File: src/rtl/usic_pkg.sv
package usic_pkg;

  // Set geometry; the entry count is a power of two
  localparam int SET_ENTRIES = 1024;
  localparam int SLOT_BITS   = $clog2(SET_ENTRIES);
  localparam int COUNT_BITS  = $clog2(SET_ENTRIES + 1);

  // Bucket epoch kept with every stored id; epoch zero marks a cleared slot
  localparam int EPOCH_BITS = 8;
  localparam logic [EPOCH_BITS-1:0] EPOCH_FIRST = EPOCH_BITS'(1);
  localparam logic [EPOCH_BITS-1:0] EPOCH_LAST  = '1;

  // Multiplicative hash: slot = low bits of (h ^ (h >> HASH_SHIFT))
  localparam logic [63:0] HASH_MULT  = 64'h9E37_79B9_7F4A_7C15;
  localparam int          HASH_SHIFT = 29;
  localparam int          HASH_BITS  = HASH_SHIFT + SLOT_BITS;
  localparam int          LO_BITS    = (HASH_BITS + 1) / 2;
  localparam int          HI_BITS    = HASH_BITS - LO_BITS;
  localparam logic [HASH_BITS-1:0] HASH_K = HASH_MULT[HASH_BITS-1:0];
  localparam logic [LO_BITS-1:0]   K_LO   = HASH_K[LO_BITS-1:0];
  localparam logic [HI_BITS-1:0]   K_HI   = HASH_K[HASH_BITS-1:LO_BITS];

  // Queue between front and back
  localparam int QUEUE_DEPTH = 4;

  // Configuration port
  localparam int  ADDR_BITS        = 3;
  localparam logic REG_ELEMENT_SIZE = 1'b0;
  localparam logic REG_SIGNED       = 1'b1;

  // Element size codes
  localparam logic [1:0] SIZE_1B = 2'd0;
  localparam logic [1:0] SIZE_2B = 2'd1;
  localparam logic [1:0] SIZE_4B = 2'd2;
  localparam logic [1:0] SIZE_8B = 2'd3;

  typedef struct packed {
    logic [1:0] element_size_code;
    logic       signed_elements;
  } cfg_t;

  typedef struct packed {
    logic [63:0] element_raw;
    logic        last_element;
  } element_t;

  typedef struct packed {
    logic signed [63:0] segment_id;
    logic               id_valid;
    logic               bucket_done;
    logic               overflow_seen;
  } result_t;

  // Classified element handed from front to back
  typedef struct packed {
    logic [63:0]          id;
    logic [SLOT_BITS-1:0] home;
    logic                 last;
    logic                 zero;
  } job_t;

  typedef struct packed {
    logic [EPOCH_BITS-1:0] epoch;
    logic [63:0]           id;
  } slot_word_t;

  localparam int WORD_BITS = $bits(slot_word_t);

endpackage

File: src/rtl/usic_front.sv
module usic_front (
  input  logic              clk,
  input  logic              rst,
  input  usic_pkg::cfg_t    cfg,
  input  logic              push,
  output logic              full,
  input  usic_pkg::element_t element,
  input  logic              hold,
  input  logic              q_full,
  output logic              q_push,
  output usic_pkg::job_t    q_data
);
  import usic_pkg::*;

  logic                    accept;
  logic [63:0]             id_ext;
  logic [HI_BITS-1:0]      a_hi;
  logic [LO_BITS-1:0]      a_lo;

  logic                    s1_valid;
  logic [63:0]             s1_id;
  logic                    s1_last;
  logic                    s1_zero;
  logic [2*LO_BITS-1:0]    pp_ll;
  logic [HI_BITS-1:0]      pp_hl;
  logic [HI_BITS-1:0]      pp_lh;

  logic [HI_BITS-1:0]      mid_sum;
  logic [HASH_BITS-1:0]    hash;

  function automatic logic [63:0] extend(input logic [63:0] raw, input cfg_t c);
    case (c.element_size_code)
      SIZE_1B: extend = {{56{c.signed_elements & raw[7]}}, raw[7:0]};
      SIZE_2B: extend = {{48{c.signed_elements & raw[15]}}, raw[15:0]};
      SIZE_4B: extend = {{32{c.signed_elements & raw[31]}}, raw[31:0]};
      default: extend = raw;
    endcase
  endfunction

  // Take a request while the stage can drain into the queue and hold is low
  assign q_push = s1_valid && !q_full;
  assign full   = hold || (s1_valid && q_full);
  assign accept = push && !full;

  assign id_ext = extend(element.element_raw, cfg);
  assign a_lo   = id_ext[LO_BITS-1:0];
  assign a_hi   = id_ext[HASH_BITS-1:LO_BITS];

  // Stage one: extended id and the hash partial products
  always_ff @(posedge clk) begin
    if (rst) begin
      s1_valid <= 1'b0;
    end else if (accept) begin
      s1_valid <= 1'b1;
    end else if (q_push) begin
      s1_valid <= 1'b0;
    end
    if (accept) begin
      s1_id   <= id_ext;
      s1_last <= element.last_element;
      s1_zero <= (id_ext == 64'd0);
      pp_ll   <= (2*LO_BITS)'(a_lo) * (2*LO_BITS)'(K_LO);
      pp_hl   <= a_hi * K_LO[HI_BITS-1:0];
      pp_lh   <= a_lo[HI_BITS-1:0] * K_HI;
    end
  end

  // Stage two: combine products, fold the high bits into the slot
  assign mid_sum = pp_hl + pp_lh;
  assign hash    = pp_ll[HASH_BITS-1:0] + {mid_sum, {LO_BITS{1'b0}}};

  always_comb begin
    q_data.id   = s1_id;
    q_data.home = hash[SLOT_BITS-1:0] ^ hash[HASH_BITS-1:HASH_SHIFT];
    q_data.last = s1_last;
    q_data.zero = s1_zero;
  end

endmodule

File: config.mk
export PLATFORM = sky130hd
export DESIGN_NAME = usic_front
export DESIGN_NICKNAME = d
export VERILOG_FILES = /design/src/rtl/usic_pkg.sv /design/src/rtl/usic_front.sv
export SDC_FILE = /design/constraint.sdc
export NUM_CORES = 1
export LEC_CHECK = 0
export BUFFER_PORTS_ARGS = -buffer_cell sky130_fd_sc_hd__buf_2
export CAP_MARGIN = 20
export CORE_ASPECT_RATIO = 0.8
export CORE_MARGIN = 5
export CORE_UTILIZATION = 55
export CTS_BUF_LIST = sky130_fd_sc_hd__clkbuf_4 sky130_fd_sc_hd__clkbuf_8
export CTS_CLUSTER_SIZE = 12
export DETAILED_ROUTE_END_ITERATION = 10
export GPL_TIMING_DRIVEN = 1
export PLACE_DENSITY_LB_ADDON = 0.08
export RECOVER_POWER = 100
export SETUP_SLACK_MARGIN = 0.2
export SLEW_MARGIN = 5
export SYNTH_ARGS = -nofsm -noshare
export SYNTH_HDL_FRONTEND = slang
export SYNTH_SLANG_ARGS = --single-unit
File: constraint.sdc
create_clock -name clk -period 6.9 [get_ports clk]
set_input_delay 1.035 -clock clk [delete_from_list [all_inputs] [get_ports clk]]
set_output_delay 1.035 -clock clk [all_outputs]
set_load 0.005 [all_outputs]
==> impl_metrics.env, run 1 <==
export IMPL_status="complete, but fails checks"
export IMPL_violations="max-capacitance violations, max-slew violations"
export IMPL_critPathTopFamily="adder cells"
export IMPL_hold_viol=0
export IMPL_grtUsageTotal_pct=26.84
export IMPL_synth_enable_flop_cells=124
export IMPL_clk_latency_ns=0.48
export IMPL_hold_class="register to register"
export IMPL_htreeDepth=4
export IMPL_cts_inserted_buffers=17
export IMPL_relSlewSlack_pct=-84.13
export IMPL_met2_usage_pct=39.35
export IMPL_critical_path_class="primary input to register"
export IMPL_layout_drive_gt1_share_pct=17.22
export IMPL_busiest_layer="met1"
export IMPL_crit_chain="clkbuf_1, clkbuf_1, ha_1, ha_1, fa_1, inv_1, fa_1, inv_1, fa_1, fa_1, fa_2, ha_4, and4_4, nand2_4, or3_4, a311oi_2, nor3_2, buf_4, o31ai_4, a21o_1, a21oi_2, xnor2_1"
export IMPL_yosysWarnings=0
export IMPL_cts_tree="yes"
export IMPL_place_detailed_hpwl_mm=40.72
export IMPL_synthArstFlopShare_pct=0
export IMPL_clock_fmax_mhz=148.4
export IMPL_die_x_um=211.1
export IMPL_crit_buf_inv=5
export IMPL_crit_path_end_kind="register"
export IMPL_crit_path_max_incr_delay_ns=0.54
export IMPL_firstDrtPassIters=5
export IMPL_first_global_vias=12730
export IMPL_place_congestion=0.9427
export IMPL_path_common_cell="fa_1"
export IMPL_hold_ws_ns=0.5310
export IMPL_fp_dieH_um=170.9
export IMPL_netlist_area_sq_um=17790
export IMPL_synth_seq_area_share_pct=21.04
export IMPL_min_period_ns=6.737
export IMPL_wl_mm=47.98
export IMPL_io_pins=151
export IMPL_crit_slowest_cell="fa_1"
export IMPL_port_buffers=150
export IMPL_syn_nets=2310
export IMPL_post_route_drc_count=0
export IMPL_cts_root_buf="clkbuf_8"
export IMPL_syn_area_per_cell_sq_um=10.84
export IMPL_grt_max_degree=83
export IMPL_clk_pin_slew_worst_paths_ns=0.09
export IMPL_syn_inst=1641
export IMPL_dieArea_sq_um=36070
export IMPL_vias_per_cell=5.262
export IMPL_ant_nets=0
export IMPL_grt_use_met3_pct=4.528
export IMPL_num_nets_final=2619
export IMPL_crit_required_ns=7.13
export IMPL_antenna_found_initial=1
export IMPL_yosys_most_used_dff="edfxtp_1"
export IMPL_grt_use_met1_pct=42.58
export IMPL_setup_viol=0
export IMPL_cts_sinks=125
export IMPL_worst_pin_slew_ns=2.762
export IMPL_clock_skew_ns=0.02372
export IMPL_cp_max_fo=5
export IMPL_wire_per_inst_um=20.13
export IMPL_area_growth_pct=18.33
export IMPL_slew_violations=130
export IMPL_rsz0062_at_grt="yes"
export IMPL_period_share_pct=97.63
export IMPL_vias=12540
export IMPL_rrSetupSlack_ns=2.00
export IMPL_synth_seq_cells=125
export IMPL_grt_pass1_wl_mm=73.16
export IMPL_overflow=0
export IMPL_drt_iter0_markers=804
export IMPL_worstPathArrival_ns=6.96
export IMPL_cts_hold_fix_buffers=0
export IMPL_core_sq_um=31710
export IMPL_rows=58
export IMPL_maxCapViolCount=3
export IMPL_synth_distinct_cells=64
export IMPL_initial_core_util_pct=56.11
export IMPL_critPathLaunchType="primary input"
export IMPL_clock_path_buffers=2
-- flip-flops by register name, indices dropped and copies added (netlist names) --
register  cells
s1_last       1
s1_id        64
pp_ll        27
pp_lh        14
pp_hl        17
s1_zero       1
s1_valid      1
-- placed cells by master (no fill, tap or decap), types with 6 or more instances in the layout --
master	netlist	layout
o21ai_0	20	16
inv_1	403	401
nand2_1	47	35
nand3_1	10	9
edfxtp_1	124	124
a21o_1	69	66
buf_2	1	84
xnor2_1	100	99
nor3_1	6	6
xor2_1	25	25
clkbuf_1	10	77
nor2b_1	8	8
nand4_1	6	6
clkbuf_8	0	17
nor4_1	6	6
nor2_1	39	38
fa_1	212	209
buf_4	6	131
inv_6	0	6
o21a_1	9	9
buf_12	0	6
a211oi_1	6	6
ha_1	384	365
o21bai_1	8	8
a211o_1	7	7
ha_4	0	18
a21oi_1	52	48
o21ai_1	12	8
-- cells in the mapped netlist (2+ instances only) --
cell type / n / share of area (%)
o21a_1: 9 / 0.38
nand2b_1: 3 / 0.11
a21boi_1: 2 / 0.084
and2_1: 5 / 0.18
inv_1: 403 / 8.5
o21ai_1: 12 / 0.34
o21bai_1: 8 / 0.34
nand2_1: 47 / 0.99
and3_1: 5 / 0.18
nor2_1: 39 / 0.82
edfxtp_1: 124 / 21
a31o_2: 2 / 0.098
buf_4: 6 / 0.25
o41ai_1: 2 / 0.098
or3_1: 6 / 0.21
a21o_1: 69 / 2.9
nor4_1: 6 / 0.21
a21oi_1: 52 / 1.5
nor2b_1: 8 / 0.28
o41a_1: 2 / 0.13
o2111ai_1: 5 / 0.25
and4_1: 2 / 0.098
ha_1: 384 / 27
a211oi_1: 6 / 0.25
clkbuf_1: 10 / 0.21
o211a_1: 2 / 0.11
fa_1: 212 / 24
or4_1: 2 / 0.084
a31oi_1: 4 / 0.14
xnor2_1: 100 / 4.9
xor2_1: 25 / 1.2
o21ai_2: 2 / 0.098
nand3_1: 10 / 0.28
a211o_1: 7 / 0.34
buf_1: 2 / 0.042
o21ai_0: 20 / 0.56
nor3_1: 6 / 0.17
nand4_1: 6 / 0.21
-- worst min-delay path, stage by stage (launching register included) --
cell	delay [ns]
dfxtp_1	0.35
a21oi_1	0.07
nor2_1	0.08
-- per-stage QoR --
stage               TNS [ns]  setup slack, ns  utilization (%)  cell area, sq um  instances
floorplan                  0           0.1019                -             18020       1641
global placement     -0.4510          -0.1718            63.92             20270       2335
detailed placement    -1.275          -0.2966            63.92             20270       2335
CTS                        0           0.2280            65.11             20650       2367
global route               0          0.05011            66.39             21060       2384
finish                     0           0.1632            66.39             21060       2384
-- routing by layer --
| layer | part of all wire [%] | routed length, um | vias to the layer above |
|---|---|---|---|
| met2 | 44 | 20970 | 331 |
| met4 | 1.3 | 623 | 0 |
| met1 | 49 | 23300 | 6172 |
| met5 | 0 | 0 | - |
| li1 | - | - | 6010 |
| met3 | 6.4 | 3093 | 31 |
-- final timing paths --
path / start / endpoint / depth (start not counted)
worst max-delay path: element[3] / pp_ll[36]$_DFFE_PP_ / 22
worst min-delay path: s1_valid$_SDFFE_PP0P_ / s1_valid$_SDFFE_PP0P_ / 2
worst max register to register: s1_valid$_SDFFE_PP0P_ / s1_id[47]$_DFFE_PP_ / 3
worst min register to register: s1_valid$_SDFFE_PP0P_ / s1_valid$_SDFFE_PP0P_ / 2
-- cell families after synthesis --
kind of cell	Yosys count	synth area share [%]
DFF	125	21.04
and+or+nand+nor	151	4.093
AOI/OAI and AO/OA	221	8.769
buffers and inverters	422	9.036
adders and majority gates	596	50.85
xor gates and xnor gates	125	6.153
muxes	1	0.05626
-- area by class of cell --
type,count,area (sq um)
Clock buffer,17,234.0
Antenna cell,1,2.502
Multi-Input combinational cell,1094,12950
Sequential cell,125,3744
Clock inverter,15,146.4
Fill cell,2602,10660
Inverter,403,1516
Timing Repair Buffer,309,1939
Tap cell,420,525.5
-- what timing repair did --
item | CTS | global route
setup buffers | 0 | 13
endpoints found under the setup margin | 0 | 10
resized for setup | 0 | 68
Power of run 1 is left out: the tool's default activity adds up to more than one toggle a clock period on the data nets, which glitch-free logic cannot reach.
==> inputs of run 2 (changes only) <==
--- a/config.mk
+++ b/config.mk
@@ -7,9 +7,11 @@
 export LEC_CHECK = 0
 export BUFFER_PORTS_ARGS = -buffer_cell sky130_fd_sc_hd__buf_2
 export CAP_MARGIN = 20
+export CELL_PAD_IN_SITES_DETAIL_PLACEMENT = 0
+export CELL_PAD_IN_SITES_GLOBAL_PLACEMENT = 1
 export CORE_ASPECT_RATIO = 0.8
 export CORE_MARGIN = 5
-export CORE_UTILIZATION = 55
+export CORE_UTILIZATION = 46
 export CTS_BUF_LIST = sky130_fd_sc_hd__clkbuf_4 sky130_fd_sc_hd__clkbuf_8
 export CTS_CLUSTER_SIZE = 12
 export DETAILED_ROUTE_END_ITERATION = 10
==> run 2 against run 1 <==
The run still ends with max-capacitance violations, max-slew violations left. Die area rose by 18%. Sequential share of layout area fell by 0.096 points. Wire length rose by 2.5%. Highest routed layer unchanged. Design area rose by 0.54%.
==> impl_metrics.env, run 2 (synthesized netlist as in run 1, its figures left out) <==
export IMPL_final_cells=2462
export IMPL_port_buffers=150
export IMPL_place_detailed_hpwl_mm=42.35
export IMPL_critPathTopFamily="adder cells"
export IMPL_first_global_vias=12580
export IMPL_wl_met3_mm=2.160
export IMPL_antenna_found_initial=2
export IMPL_period_share_pct=97.65
export IMPL_io_pins=151
export IMPL_violations="max-capacitance violations, max-slew violations"
export IMPL_hold_class="register to register"
export IMPL_slew_violations=128
export IMPL_clock_fmax_mhz=148.4
export IMPL_clk_latency_ns=0.52
export IMPL_worstPathArrival_ns=7.02
export IMPL_core_sq_um=38200
export IMPL_whs_path_depth=2
export IMPL_path_common_cell="fa_1"
export IMPL_hold_start="s1_valid$_SDFFE_PP0P_"
export IMPL_rrSetupSlack_ns=1.32
export IMPL_route_met2_wl_mm=20.87
export IMPL_post_route_drc_count=0
export IMPL_setup_viol=0
export IMPL_regMostFlops="s1_id"
export IMPL_worst_pin_slew_ns=4.029
export IMPL_drt_iter0_markers=666
export IMPL_final_cell_mix="inv_1, ha_1, fa_1, buf_4, edfxtp_1"
export IMPL_ant_nets=0
export IMPL_place_congestion=0.9249
export IMPL_mostFrequentLayoutCell="inv_1"
export IMPL_pre_cts_ws_ns=-0.3379
export IMPL_clock_path_buffers=2
export IMPL_r2r_start="s1_valid$_SDFFE_PP0P_"
export IMPL_crit_path_end_kind="register"
export IMPL_overflow=0
export IMPL_wl_met1_mm=25.45
export IMPL_cts_root_buf="clkbuf_8"
export IMPL_grt_pass1_wl_mm=74.67
export IMPL_fp_dieH_um=185.9
export IMPL_die_x_um=229.9
export IMPL_cts_inserted_buffers=17
export IMPL_clock_skew_ns=0.02323
export IMPL_maxCapViolCount=2
export IMPL_area_growth_pct=18.97
export IMPL_fillers=3391
export IMPL_dieArea_sq_um=42740
export IMPL_wire_per_inst_um=19.97
export IMPL_initial_core_util_pct=46.58
export IMPL_vias_per_cell=5.062
export IMPL_cp_max_fo=5
export IMPL_routed_top_layer="met4"
export IMPL_fin_tns_setup_ns=0
export IMPL_largest_register_ffs=64
export IMPL_hold_viol=0
export IMPL_ff2ff_path_depth=3
export IMPL_crit_slowest_cell="fa_1"
export IMPL_crit_path_max_incr_delay_ns=0.55
export IMPL_largestRegisters="s1_id x64, pp_ll x27, pp_hl x17"
export IMPL_layout_drive_gt1_share_pct=16.84
export IMPL_clk_pin_slew_worst_paths_ns=0.11
export IMPL_critical_path_class="primary input to register"
export IMPL_vias=12460
export IMPL_htreeDepth=4
export IMPL_critPathLaunchType="primary input"
export IMPL_grt_max_degree=74
export IMPL_finalWorstSetupSlack_ns=0.1619
export IMPL_crit_required_ns=7.18
export IMPL_relSlewSlack_pct=-168.6
export IMPL_status="complete, but fails checks"
export IMPL_num_nets_final=2621
export IMPL_wl_mm=49.17
export IMPL_hold_path_endpoint="s1_valid$_SDFFE_PP0P_"
export IMPL_grtUsageTotal_pct=23.29
export IMPL_firstDrtPassIters=5
export IMPL_cts_tree="yes"
export IMPL_rsz0062_at_grt="yes"
export IMPL_crit_buf_inv=6
export IMPL_cts_sinks=125
export IMPL_rows=64
export IMPL_placedCellCount=2409
export IMPL_r2r_end="s1_id[8]$_DFFE_PP_"
export IMPL_min_period_ns=6.738
[run 2: cell types whose count changed in the layout (fill, tap and decap cells not counted), moves of 3 or more]
| cell | delta |
|---|---|
| clkbuf_1 | +7 |
| buf_2 | -6 |
| buf_4 | -4 |
| buf_6 | +4 |
| ha_1 | -4 |
| ha_4 | +4 |
| a21oi_1 | +3 |
| a21oi_2 | -3 |
[run 2: final cells by class]
| class | instances | area [sq um] | share of cell area [%] |
|---|---|---|---|
| multi-input combinational | 1094 | 12920 | 61.03 |
| tap | 495 | 619.3 | 2.926 |
| timing repair buffer | 311 | 1967 | 9.291 |
| clock inverter | 15 | 165.2 | 0.7802 |
| antenna | 2 | 5.005 | 0.02364 |
| clock buffer | 17 | 234.0 | 1.105 |
| sequential | 125 | 3744 | 17.68 |
| inverter | 403 | 1516 | 7.164 |
[run 2: worst reg2reg max path: stages, from the launching register on]
cell	delay [ns]
dfxtp_1	0.34
a21oi_1	0.16
and2_0	2.88
clkbuf_2	1.71
[run 2: how the worst max path moves through the flow]
| stage | slack, ns | from | endpoint | cells past startpoint |
|---|---|---|---|---|
| detailed placement | -0.34 | cfg[1] | pp_ll[38]$_DFFE_PP_ | 25 |
| CTS | 0.25 | cfg[1] | pp_ll[38]$_DFFE_PP_ | 26 |
| floorplan | 0.10 | cfg[1] | pp_ll[38]$_DFFE_PP_ | 23 |
| global placement | -0.19 | cfg[1] | pp_ll[36]$_DFFE_PP_ | 23 |
| finish | 0.16 | cfg[2] | pp_ll[38]$_DFFE_PP_ | 26 |
| global route | -0.003 | element[8] | pp_ll[38]$_DFFE_PP_ | 26 |
[run 2: metrics by stage]
| stage | area, sq um | util (%) | hold WS [ns] |
|---|---|---|---|
| after floorplan | 18020 | - | 0.4710 |
| after global placement | 20380 | 53.36 | 0.4953 |
| after detailed placement | 20380 | 53.36 | 0.5253 |
| after CTS | 20780 | 54.40 | 0.5511 |
| after global routing | 21170 | 55.41 | 0.6333 |
| final | 21170 | 55.42 | 0.5528 |
[run 2: timing repair]
| item | in CTS | in global routing |
|---|---|---|
| gates resized for setup | 0 | 70 |
| setup endpoints to repair | 0 | 11 |
| buffers inserted | 0 | 18 |
| hold buffers | 0 | 0 |
[run 2: layer usage]
metal  up-vias  global-route usage (%)
met5         -                       0
met4         0                   4.422
met3        38                   3.797
met2       266                   34.00
met1      6140                   36.69
li1       6019                       -
Power of run 2 is left out for the same reason.
