===== src/rtl/usic_pkg.sv =====
package usic_pkg;

  // Set geometry; the entry count is a power of two
  localparam int SET_ENTRIES = 1024;
  localparam int SLOT_BITS   = $clog2(SET_ENTRIES);
  localparam int COUNT_BITS  = $clog2(SET_ENTRIES + 1);

  // Bucket epoch kept with every stored id; epoch zero marks a cleared slot
  localparam int EPOCH_BITS = 8;
  localparam logic [EPOCH_BITS-1:0] EPOCH_FIRST = EPOCH_BITS'(1);
  localparam logic [EPOCH_BITS-1:0] EPOCH_LAST  = '1;

  // Multiplicative hash: slot = low bits of (h ^ (h >> HASH_SHIFT))
  localparam logic [63:0] HASH_MULT  = 64'h9E37_79B9_7F4A_7C15;
  localparam int          HASH_SHIFT = 29;
  localparam int          HASH_BITS  = HASH_SHIFT + SLOT_BITS;
  localparam int          LO_BITS    = (HASH_BITS + 1) / 2;
  localparam int          HI_BITS    = HASH_BITS - LO_BITS;
  localparam logic [HASH_BITS-1:0] HASH_K = HASH_MULT[HASH_BITS-1:0];
  localparam logic [LO_BITS-1:0]   K_LO   = HASH_K[LO_BITS-1:0];
  localparam logic [HI_BITS-1:0]   K_HI   = HASH_K[HASH_BITS-1:LO_BITS];

  // Queue between front and back
  localparam int QUEUE_DEPTH = 4;

  // Configuration port
  localparam int  ADDR_BITS        = 3;
  localparam logic REG_ELEMENT_SIZE = 1'b0;
  localparam logic REG_SIGNED       = 1'b1;

  // Element size codes
  localparam logic [1:0] SIZE_1B = 2'd0;
  localparam logic [1:0] SIZE_2B = 2'd1;
  localparam logic [1:0] SIZE_4B = 2'd2;
  localparam logic [1:0] SIZE_8B = 2'd3;

  typedef struct packed {
    logic [1:0] element_size_code;
    logic       signed_elements;
  } cfg_t;

  typedef struct packed {
    logic [63:0] element_raw;
    logic        last_element;
  } element_t;

  typedef struct packed {
    logic signed [63:0] segment_id;
    logic               id_valid;
    logic               bucket_done;
    logic               overflow_seen;
  } result_t;

  // Classified element handed from front to back
  typedef struct packed {
    logic [63:0]          id;
    logic [SLOT_BITS-1:0] home;
    logic                 last;
    logic                 zero;
  } job_t;

  typedef struct packed {
    logic [EPOCH_BITS-1:0] epoch;
    logic [63:0]           id;
  } slot_word_t;

  localparam int WORD_BITS = $bits(slot_word_t);

endpackage


===== src/rtl/usic_queue.sv =====
module usic_queue (
  input  logic           clk,
  input  logic           rst,
  input  logic           push,
  input  usic_pkg::job_t wdata,
  output logic           full,
  input  logic           pop,
  output usic_pkg::job_t head,
  output logic           empty
);
  import usic_pkg::*;

  localparam int PTR_BITS = $clog2(QUEUE_DEPTH);
  localparam int CNT_BITS = $clog2(QUEUE_DEPTH + 1);

  job_t                entries [QUEUE_DEPTH];
  logic [PTR_BITS-1:0] wr_ptr;
  logic [PTR_BITS-1:0] rd_ptr;
  logic [CNT_BITS-1:0] count;
  logic                do_push;
  logic                do_pop;

  assign full    = (count == CNT_BITS'(QUEUE_DEPTH));
  assign empty   = (count == '0);
  assign do_push = push && !full;
  assign do_pop  = pop && !empty;
  assign head    = entries[rd_ptr];

  // Advance pointers and occupancy
  always_ff @(posedge clk) begin
    if (rst) begin
      wr_ptr <= '0;
      rd_ptr <= '0;
      count  <= '0;
    end else begin
      if (do_push) begin
        wr_ptr <= wr_ptr + 1'b1;
      end
      if (do_pop) begin
        rd_ptr <= rd_ptr + 1'b1;
      end
      if (do_push && !do_pop) begin
        count <= count + 1'b1;
      end else if (do_pop && !do_push) begin
        count <= count - 1'b1;
      end
    end
    if (do_push) begin
      entries[wr_ptr] <= wdata;
    end
  end

endmodule


===== config.mk =====
export PLATFORM = sky130hd
export DESIGN_NAME = usic_queue
export DESIGN_NICKNAME = d
export VERILOG_FILES = /design/src/rtl/usic_pkg.sv /design/src/rtl/usic_queue.sv
export SDC_FILE = /design/constraint.sdc
export NUM_CORES = 1
export LEC_CHECK = 0
export ABC_AREA = 1
export BUFFER_PORTS_ARGS = -buffer_cell sky130_fd_sc_hd__buf_2
export CAP_MARGIN = 30
export CORE_MARGIN = 2
export CORE_UTILIZATION = 60
export DETAILED_ROUTE_END_ITERATION = 16
export PLACE_DENSITY = 0.9
export SLEW_MARGIN = 15
export SYNTH_ARGS = -nofsm -noshare
export SYNTH_HDL_FRONTEND = slang
export SYNTH_SLANG_ARGS = --single-unit

===== constraint.sdc =====
create_clock -name clk -period 7.8 [get_ports clk]
set_input_delay 1.56 -clock clk [delete_from_list [all_inputs] [get_ports clk]]
set_output_delay 1.56 -clock clk [all_outputs]
set_load 0.02 [all_outputs]

==> summary.txt, run 1 <==
Power
  – Switching pwr: roughly 1.5 mW
  – Leak: 4.85 nW
  – Gate power share: around a quarter
  – Power share of the sequential group: between 40 and 50%
  – Power per Cell Area: 343 nW/um^2
  – Peak supply drop: 0.297 mV
  – Sw Ratio: 31.7%
  – Cell Int Power: 3.23 mW
  – Clock network power share: 30.4%

Worst setup path
  – Crit path kind: reg2out
  – R2R depth: 6
  – R2R Setup Slk: 5320 ps
  – Kind of end point of the critical path: output pin
  – Worst path required time: 6240 ps
  – WP data arrival: 2840 ps
  – Critical path peak fanout: just over 80
  – RR Endpoint: entries[1][20]
  – CP startpoint kind: flip-flop
  – FF-to-FF Start: count[0]

Timing
  – RSZ-0062 raised after global routing: false
  – Relative slew slack: 43.6%
  – Minimum clock period: approximately 4400 ps
  – Final setup vio count: 0
  – Final Hold Violating Endpoints: 0
  – Fmax: 0.227 GHz
  – Final TNS setup: 0 ps
  – Setup WS post-layout: ~3400 ps
  – Final cycle utilization of the critical path: 56.4%
  – Clk_skew: about 15 ps
  – Max-slew violations: 0
  – Worst-Margin Slew: 845 ps

Placed design
  – Worst slack, placed: between 3000 and 4000 ps
  – Placed insts: 1,188
  – Port Buffers: 157
  – Post-detail-place hpwl: 13,100 um
  – Placed standard-cell area: 12,800 um^2
  – Gpl congestion: roughly 0.73

Global routing
  – First-pass GRT wire length: about 37,000 um
  – Largest net degree at the start of global routing: 153
  – GRT Overall Usage: 22.8%
  – Initial antenna violation count: 2
  – Grt ovf: 0
  – Vias in the first global route: 7,177

Clock tree
  – # clock sinks: 313
  – CTS root buf: clkbuf_16
  – Post-CTS setup buffer count: 0
  – Clock Tree Buf Depth: 3
  – Hold buffers post-CTS: 0
  – CTS clock-pin slew for the worst setup and hold paths: 60 ps
  – TritonCTS Buffers: 30
  – Htree depth: 1
  – CTS tree: done
  – Worst-skew pair later-pin latency: 540 ps
  – Post_cts resized: 0

Worst hold path
  – Hold_sp: rd_ptr[1]
  – Hold crit path type: reg2reg
  – Hold depth: 2

Routing
  – Post-route ant nets: 0
  – DR vias: 7,091
  – Top routing layer in use: met4
  – Drt total wl: 23,800 um
  – Met2 Routed Length: 12,000 um
  – WL met1: 9410 um
  – DRT Pass-1 Iters: 5
  – Via-to-Cell Ratio: between 5 and 6
  – Avg WL per Cell: around 19 um
  – DRC Markers: 0
  – DR iter-0 viols: 514
  – Routed length on met3: 1970 um

Final layout
  – Non-filler cells in the finished layout: 1,248
  – Share of cells above drive strength 1: between 20% and 30%
  – P&R area growth vs syn: 16.1%
  – Nets: 1,042
  – Fin area: 13,800 um^2

Synthesis
  – Synth cell types: 25
  – Syn Area/Cell: 14.8 um^2
  – Share of synthesized flip-flops with an asynchronous set or reset: 0%
  – Synth warn: 0
  – Syn_nets: 891
  – Post-synthesis cell count: slightly above 800
  – Seq/Total Area, Yosys: 78.3%
  – Synth area leader: edfxtp_1
  – Synth area leaders: edfxtp_1 77%, o21ai_0 6.3%, nor2_1 4.7%
  – Share of Yosys cell area claimed by the top area cell type: 76.8%
  – EDFF count, synth: 304
  – Mapped Area: 11,900 um^2
  – Yosys reg bits: 313
  – Post-synth top flop: edfxtp_1

Status
  – Status: completed

Job
  – Max Cap Viol: 0

Floorplan
  – Chip Width: approximately 140 um
  – Die area: around 21,000 um^2
  – DIE HEIGHT: approximately 140 um
  – Initial Util: between 60% and 70%
  – # rows: 51
  – Boundary Pins: 158
  – Core Area: 19,500 um^2
==> cells in the final DEF, fill, tap and decap left out, types with 2 or more instances in the layout <==
master      Yosys  layout
nor2_1        150     146
o21ai_1         4       4
ha_1            5       5
bufinv_16       0       3
buf_4           8       8
nor2_4          0       4
clkinvlp_4      0       3
o21ai_0       149     149
buf_2           8     157
nor2_2         16      16
inv_1          16      16
clkbuf_8        0       2
nand2_1        15      15
a21oi_1         3       3
o22ai_2         5       5
nand3_1         4       4
o22ai_1        71      71
buf_12          2       2
clkbuf_16       0      31
clkbuf_1       13       6
clkinv_2        0       6
clkinv_1        0       2
clkinv_4        0       2
dfxtp_1         9       7
edfxtp_1      304     304
diode_2         0       3
==> cell usage after synthesis (2+ instances only) <==
master    count
buf_4         8
o22ai_1      71
buf_8         7
buf_6         4
buf_12        2
clkbuf_1     13
o21ai_1       4
o22ai_2       5
buf_2         8
nand2_1      15
nand3_1       4
dfxtp_1       9
nor2_2       16
a21oi_1       3
clkbuf_2      7
inv_1        16
o21ai_0     149
edfxtp_1    304
nor2_1      150
ha_1          5
==> power groups by stage <==
| stage | combinational, mW | clock, mW | sequential [mW] |
|---|---|---|---|
| 6_report | 1.17 | 1.44 | 2.13 |
| 3_5_place_dp | 1.17 | 0 | 2.16 |
| 3_3_place_gp | 1.12 | 0 | 2.16 |
| 2_1_floorplan | 0.863 | 0 | 2.13 |
| 4_1_cts | 1.17 | 1.46 | 2.13 |
| 5_1_grt | 1.28 | 1.52 | 2.15 |
==> worst max-delay path by stage <==
stage	startpoint	to	slack, ps
2_1_floorplan	push	entries[0][0]	2450
3_3_place_gp	flip-flop	head[49]	4020
3_5_place_dp	flip-flop	head[49]	3960
4_1_cts	flip-flop	head[49]	3400
5_1_grt	flip-flop	head[49]	3180
6_report	flip-flop	head[49]	3400
==> registers in the layout, summed over array words and instances (netlist names), named ones only <==
| name | count |
|---|---|
| count | 3 |
| entries | 304 |
| rd_ptr | 2 |
| wr_ptr | 2 |
==> worst max-delay path: stages (launching register included) <==
cell and delay, ps:
dfxtp_4 880, buf_4 690, o21ai_0 190, o22ai_1 290
buf_2 220
==> per-stage QoR <==
stage	hold WS (ps)	utilization [%]	power [mW]
after floorplan	459	-	2.99
after global placement	483	65.4	3.28
after detailed placement	488	65.6	3.33
after CTS	497	70.8	4.76
after global routing	540	70.9	4.95
final	495	70.9	4.73
==> final cells by class <==
type / count / area (um^2)
Clock buffer: 39 / 826
Antenna cell: 3 / 7.51
Timing Repair Buffer: 168 / 913
Tap cell: 265 / 332
Inverter: 18 / 75.1
Sequential cell: 313 / 9310
Clock inverter: 17 / 176
Multi-Input combinational cell: 425 / 2160
Fill cell: 1248 / 5660
==> logic make-up after synthesis <==
logic type / synth area share (%)
xor gates and xnor gates: 0.0737
AOI/OAI and AO/OA: 10.8
buffers and inverters: 3.78
and+or+nand+nor: 6.29
adders and majority gates: 0.695
DFF: 78.3
==> routing by layer <==
layer / vias to the layer above / GRT usage (%)
li1: 3315 / -
met1: 3450 / 28.5
met2: 293 / 40.2
met3: 33 / 5.82
met4: 0 / 5.67
met5: - / 0
Note: power is estimated with default switching activity, not from simulation.
==> run 2, diff against run 1 <==
CORE_UTILIZATION = 57   (was 60)
PLACE_DENSITY = 0.86   (was 0.9)
clock period = 4.3 ns   (was 7.8 ns; I/O delays follow)
==> summary.txt, run 2 (same netlist as run 1, synthesis figures left out) <==
Worst setup path
  – CP startpoint kind: flip-flop
  – Crit path kind: reg2out
  – Crit-path cells: inv_8 -> o21ai_0 -> o22ai_1 -> buf_2
  – RR Endpoint: entries[3][33]
  – Slowest Stage Delay on Critical Path: 810 ps
  – R2R depth: 5
  – WP data arrival: 2590 ps
  – Buffers & Inverters on Critical Path: 2
  – R2R Setup Slk: 1980 ps
  – Kind of end point of the critical path: output pin
  – Worst path required time: about 3400 ps
  – Cell family with most CP delay: flip-flops
  – CP max stage cell: dfxtp_4
  – Critical path peak fanout: about 150
  – FF-to-FF Start: count[0]

Power
  – Switching pwr: 2.69 mW
  – Gate power share: between 20% and 30%
  – Clock network power share: 28.7%
  – Peak supply drop: 0.377 mV
  – Sw Ratio: 32.1%
  – Power per Cell Area: 611 nW/um^2
  – Leak: 4.81 nW
  – Cell Int Power: 5.70 mW
  – Power share of the sequential group: between 40% and 50%
  – Power Total: between 8 and 9 mW

Floorplan
  – # rows: 52
  – Initial Util: between 50% and 60%
  – Core Area: 20,400 um^2
  – Chip Width: between 100 and 150 um
  – DIE HEIGHT: between 100 and 150 um
  – Boundary Pins: 158
  – Die area: 22,000 um^2

Clock tree
  – Clock Tree Buf Depth: 3
  – Worst-skew pair later-pin latency: 540 ps
  – CTS clock-pin slew for the worst setup and hold paths: 60 ps
  – # clock sinks: 313
  – TritonCTS Buffers: 29
  – CTS root buf: clkbuf_16
  – Hold buffers post-CTS: 0
  – Post-CTS setup buffer count: 0
  – Post_cts resized: 0
  – Htree depth: 1
  – CTS tree: done

Final layout
  – Biggest regs: entries (304), count (3)
  – P&R area growth vs syn: 15.5%
  – Multi-input logic area: 2160 um^2
  – Largest Register: entries
  – Most common cell after layout, fill and taps aside: edfxtp_1
  – Fill count: ~1,400
  – Max reg flops: 304
  – Final core occ: 67.4%
  – Non-filler cells in the finished layout: between 1,000 and 1,500
  – Share of cells above drive strength 1: 24.3%
  – Commonest non-fill, non-tap cells in the layout: 304 x edfxtp_1, 157 x buf_2, 149 x o21ai_0
  – Nets: 1,042
  – Fin area: around 14,000 um^2
  – Register area: 9310 um^2

Worst hold path
  – Hold crit path type: reg2reg
  – Hold depth: 2
  – Hold_sp: rd_ptr[1]

Timing
  – Final cycle utilization of the critical path: 80.2%
  – Max-slew violations: 0
  – WHS: 492 ps
  – Final Hold Violating Endpoints: 0
  – Final setup vio count: 0
  – Setup WS post-layout: between 800 and 900 ps
  – Relative slew slack: between 40% and 50%
  – Fmax: 0.290 GHz
  – Worst-Margin Slew: 872 ps
  – Final TNS setup: 0 ps
  – Minimum clock period: 3450 ps
  – RSZ-0062 raised after global routing: false
  – Clk_skew: roughly 13 ps

Global routing
  – Initial antenna violation count: 2
  – Grt ovf: 0
  – First-pass GRT wire length: 36,000 um
  – Vias in the first global route: 7,020
  – Largest net degree at the start of global routing: 153
  – GRT Overall Usage: 21.0%

Routing
  – Avg WL per Cell: 18.7 um
  – Drt total wl: roughly 23,000 um
  – DR vias: 7,068
  – DR iter-0 viols: 449
  – DRC Markers: 0
  – DRT Pass-1 Iters: 5
  – Post-route ant nets: 0
  – Via-to-Cell Ratio: 5.65

Placed design
  – Gpl congestion: 0.745
  – Port Buffers: 157
  – Placed insts: 1,195
  – Post-detail-place hpwl: 13,200 um
  – Placed standard-cell area: between 10,000 and 15,000 um^2
  – Worst slack, placed: between 1000 and 1500 ps

Status
  – Status: completed

Job
  – Max Cap Viol: 0
-- run 2: worst max path at each step --
stage / depth (start not counted) / to
after global placement: 4 / head[62]
final: 4 / head[49]
after global routing: 4 / head[20]
after floorplan: 2 / entries[0][0]
after CTS: 4 / head[72]
after detailed placement: 4 / head[72]
-- run 2: final cells by class --
type	instances	area share, %
antenna	2	0.0365
clock buffer	35	5.45
clock inverter	19	1.10
inverter	18	0.547
multi-input combinational	425	15.7
sequential	313	67.9
tap	270	2.46
timing repair buffer	169	6.84
-- run 2: power by group through the flow --
stage	registers, mW	logic [mW]	clock network, mW
finish	3.85	2.14	2.41
global route	3.88	2.32	2.55
CTS	3.85	2.15	2.44
detailed placement	3.91	2.14	0
global placement	3.90	2.09	0
floorplan	3.86	1.57	0
-- run 2: routing by layer --
layer,part of all wire [%],global-route usage [%],up-vias
met5,0.056,0,-
met4,2.1,6.19,2
met3,9.1,6.23,46
met2,50,36.0,269
met1,39,26.0,3445
li1,-,-,3306
-- run 2: worst register-to-register path, delay by kind of cell, from the launching register on --
family / cells / cell delay [ps]
buffers and inverters: 1 / 410
DFF: 1 / 390
and+or+nand+nor: 4 / 1200
==> run 3, diff against run 2 <==
clock period = 3.4 ns   (was 4.3 ns; I/O delays follow)
==> summary.txt, run 3 (same netlist as run 1, synthesis figures left out) <==
Clock tree
  – Worst-skew pair later-pin latency: 550 ps
  – Htree depth: 1
  – CTS tree: done
  – # clock sinks: 313
  – Post_cts resized: 0
  – Clock Tree Buf Depth: 3
  – Hold buffers post-CTS: 0
  – CTS clock-pin slew for the worst setup and hold paths: 60 ps
  – Post-CTS setup buffer count: 0
  – CTS root buf: clkbuf_16
  – TritonCTS Buffers: 30

Final layout
  – Max reg flops: 304
  – Biggest regs: entries (304), count (3)
  – Most common cell after layout, fill and taps aside: edfxtp_1
  – Commonest non-fill, non-tap cells in the layout: 304 x edfxtp_1, 157 x buf_2, 149 x o21ai_0
  – P&R area growth vs syn: 15.4%
  – Nets: approximately 1,000
  – Final core occ: 67.3%
  – Share of cells above drive strength 1: around a quarter
  – Fill count: 1,368
  – Largest Register: entries

Job
  – Max Cap Viol: 0

Worst setup path
  – Crit path kind: reg2out
  – WP data arrival: 2270 ps
  – Critical path peak fanout: 76
  – Kind of end point of the critical path: output pin
  – Worst path required time: 2720 ps
  – FF-to-FF Start: count[0]
  – RR Endpoint: count[2]
  – R2R depth: 13
  – R2R Setup Slk: 1230 ps
  – CP startpoint kind: flip-flop

Floorplan
  – Core Area: approximately 20,000 um^2
  – Initial Util: 58.4%
  – Boundary Pins: 158
  – DIE HEIGHT: ~150 um
  – Die area: 22,000 um^2
  – Chip Width: 148 um
  – # rows: 52

Worst hold path
  – Hold_sp: wdata[15]
  – Hold depth: 1
  – Hold EP: entries[1][15]
  – Hold crit path type: in2reg

Timing
  – Worst-Margin Slew: 865 ps
  – Fmax: 0.339 GHz
  – Final setup vio count: 0
  – Setup WS post-layout: 453 ps
  – RSZ-0062 raised after global routing: false
  – Final cycle utilization of the critical path: 86.7%
  – Max-slew violations: 0
  – Final Hold Violating Endpoints: 0
  – Clk_skew: 17.7 ps
  – Minimum clock period: 2950 ps
  – Relative slew slack: 42.3%

Global routing
  – Largest net degree at the start of global routing: 153
  – Initial antenna violation count: 2
  – First-pass GRT wire length: 36,000 um
  – Grt ovf: 0
  – Vias in the first global route: around 7,000
  – GRT Overall Usage: around a fifth

Routing
  – Avg WL per Cell: 18.7 um
  – DRT Pass-1 Iters: 4
  – Drt total wl: 23,400 um
  – Post-route ant nets: 0
  – DRC Markers: 0
  – DR vias: a little over 7,000
  – DR iter-0 viols: 501
  – Via-to-Cell Ratio: 5.62

Placed design
  – Port Buffers: 157
  – Worst slack, placed: 1050 ps
  – Gpl congestion: 0.737
  – Post-detail-place hpwl: around 13,000 um

Power
  – Gate power share: 25.9%
  – Peak supply drop: 0.630 mV
  – Switching pwr: 3.39 mW
  – Power share of the sequential group: between 40% and 50%
  – Cell Int Power: 7.24 mW
  – Clock network power share: 28.9%
  – Sw Ratio: 31.9%
  – Power per Cell Area: 775 nW/um^2
  – Leak: a little under 5 nW

Status
  – Status: completed
==> run 3: cell count changes in the layout (fill, tap and decap cells not counted), sizes merged <==
cell / change
inv: -2
clkbuf: +8
diode: +1
clkinv: -2
buf: +2
bufinv: -1
clkinvlp: -1
==> run 3: routing by layer <==
layer  share of wire, %  GRT usage (%)
met4                2.4           6.38
met1                 38           24.8
met3                9.3           6.63
met2                 50           36.7
met5                  0              0
==> run 3: final cells by class <==
cell class	count	area [um^2]	share of cell area, %
clock buffers	43	831	6.06
repair buffers	171	903	6.59
flip-flops and latches	313	9310	67.9
diodes	3	7.51	0.0547
multi-input cells	425	2160	15.7
clock inverters	13	88.8	0.648
inverters	18	75.1	0.547
well taps	270	338	2.46
==> run 3: power groups by stage <==
stage	Sequential, mW	Combinational (mW)	Clock, mW
floorplan	4.89	1.98	0
global placement	4.86	2.68	0
detailed placement	4.88	2.76	0
CTS	4.80	2.78	3.11
global route	4.83	3.01	3.26
finish	4.80	2.76	3.07
==> run 3: worst max path at each step <==
stage                         start            end
after CTS                 flip-flop       head[15]
after detailed placement  flip-flop       head[15]
after global placement    flip-flop       head[57]
final                     flip-flop       head[15]
after global routing      flip-flop       head[15]
after floorplan                push  entries[0][0]
==> run 3: critical path: stages (launching register included) <==
cell	delay (ps)
dfxtp_2	330
buf_4	620
o21ai_0	260
o22ai_1	270
buf_2	230
==> run 3: metrics by stage <==
stage               hold slack, ps  instances  cell area (um^2)  TNS (ps)  power, mW
detailed placement             497       1197             12800         0       7.64
CTS                            326       1253             13700         0       10.7
global placement               482       1197             12800         0       7.54
global route                   322       1253             13700         0       11.1
floorplan                      459        805             11900   -326200       6.87
finish                         342       1256             13700         0       10.6
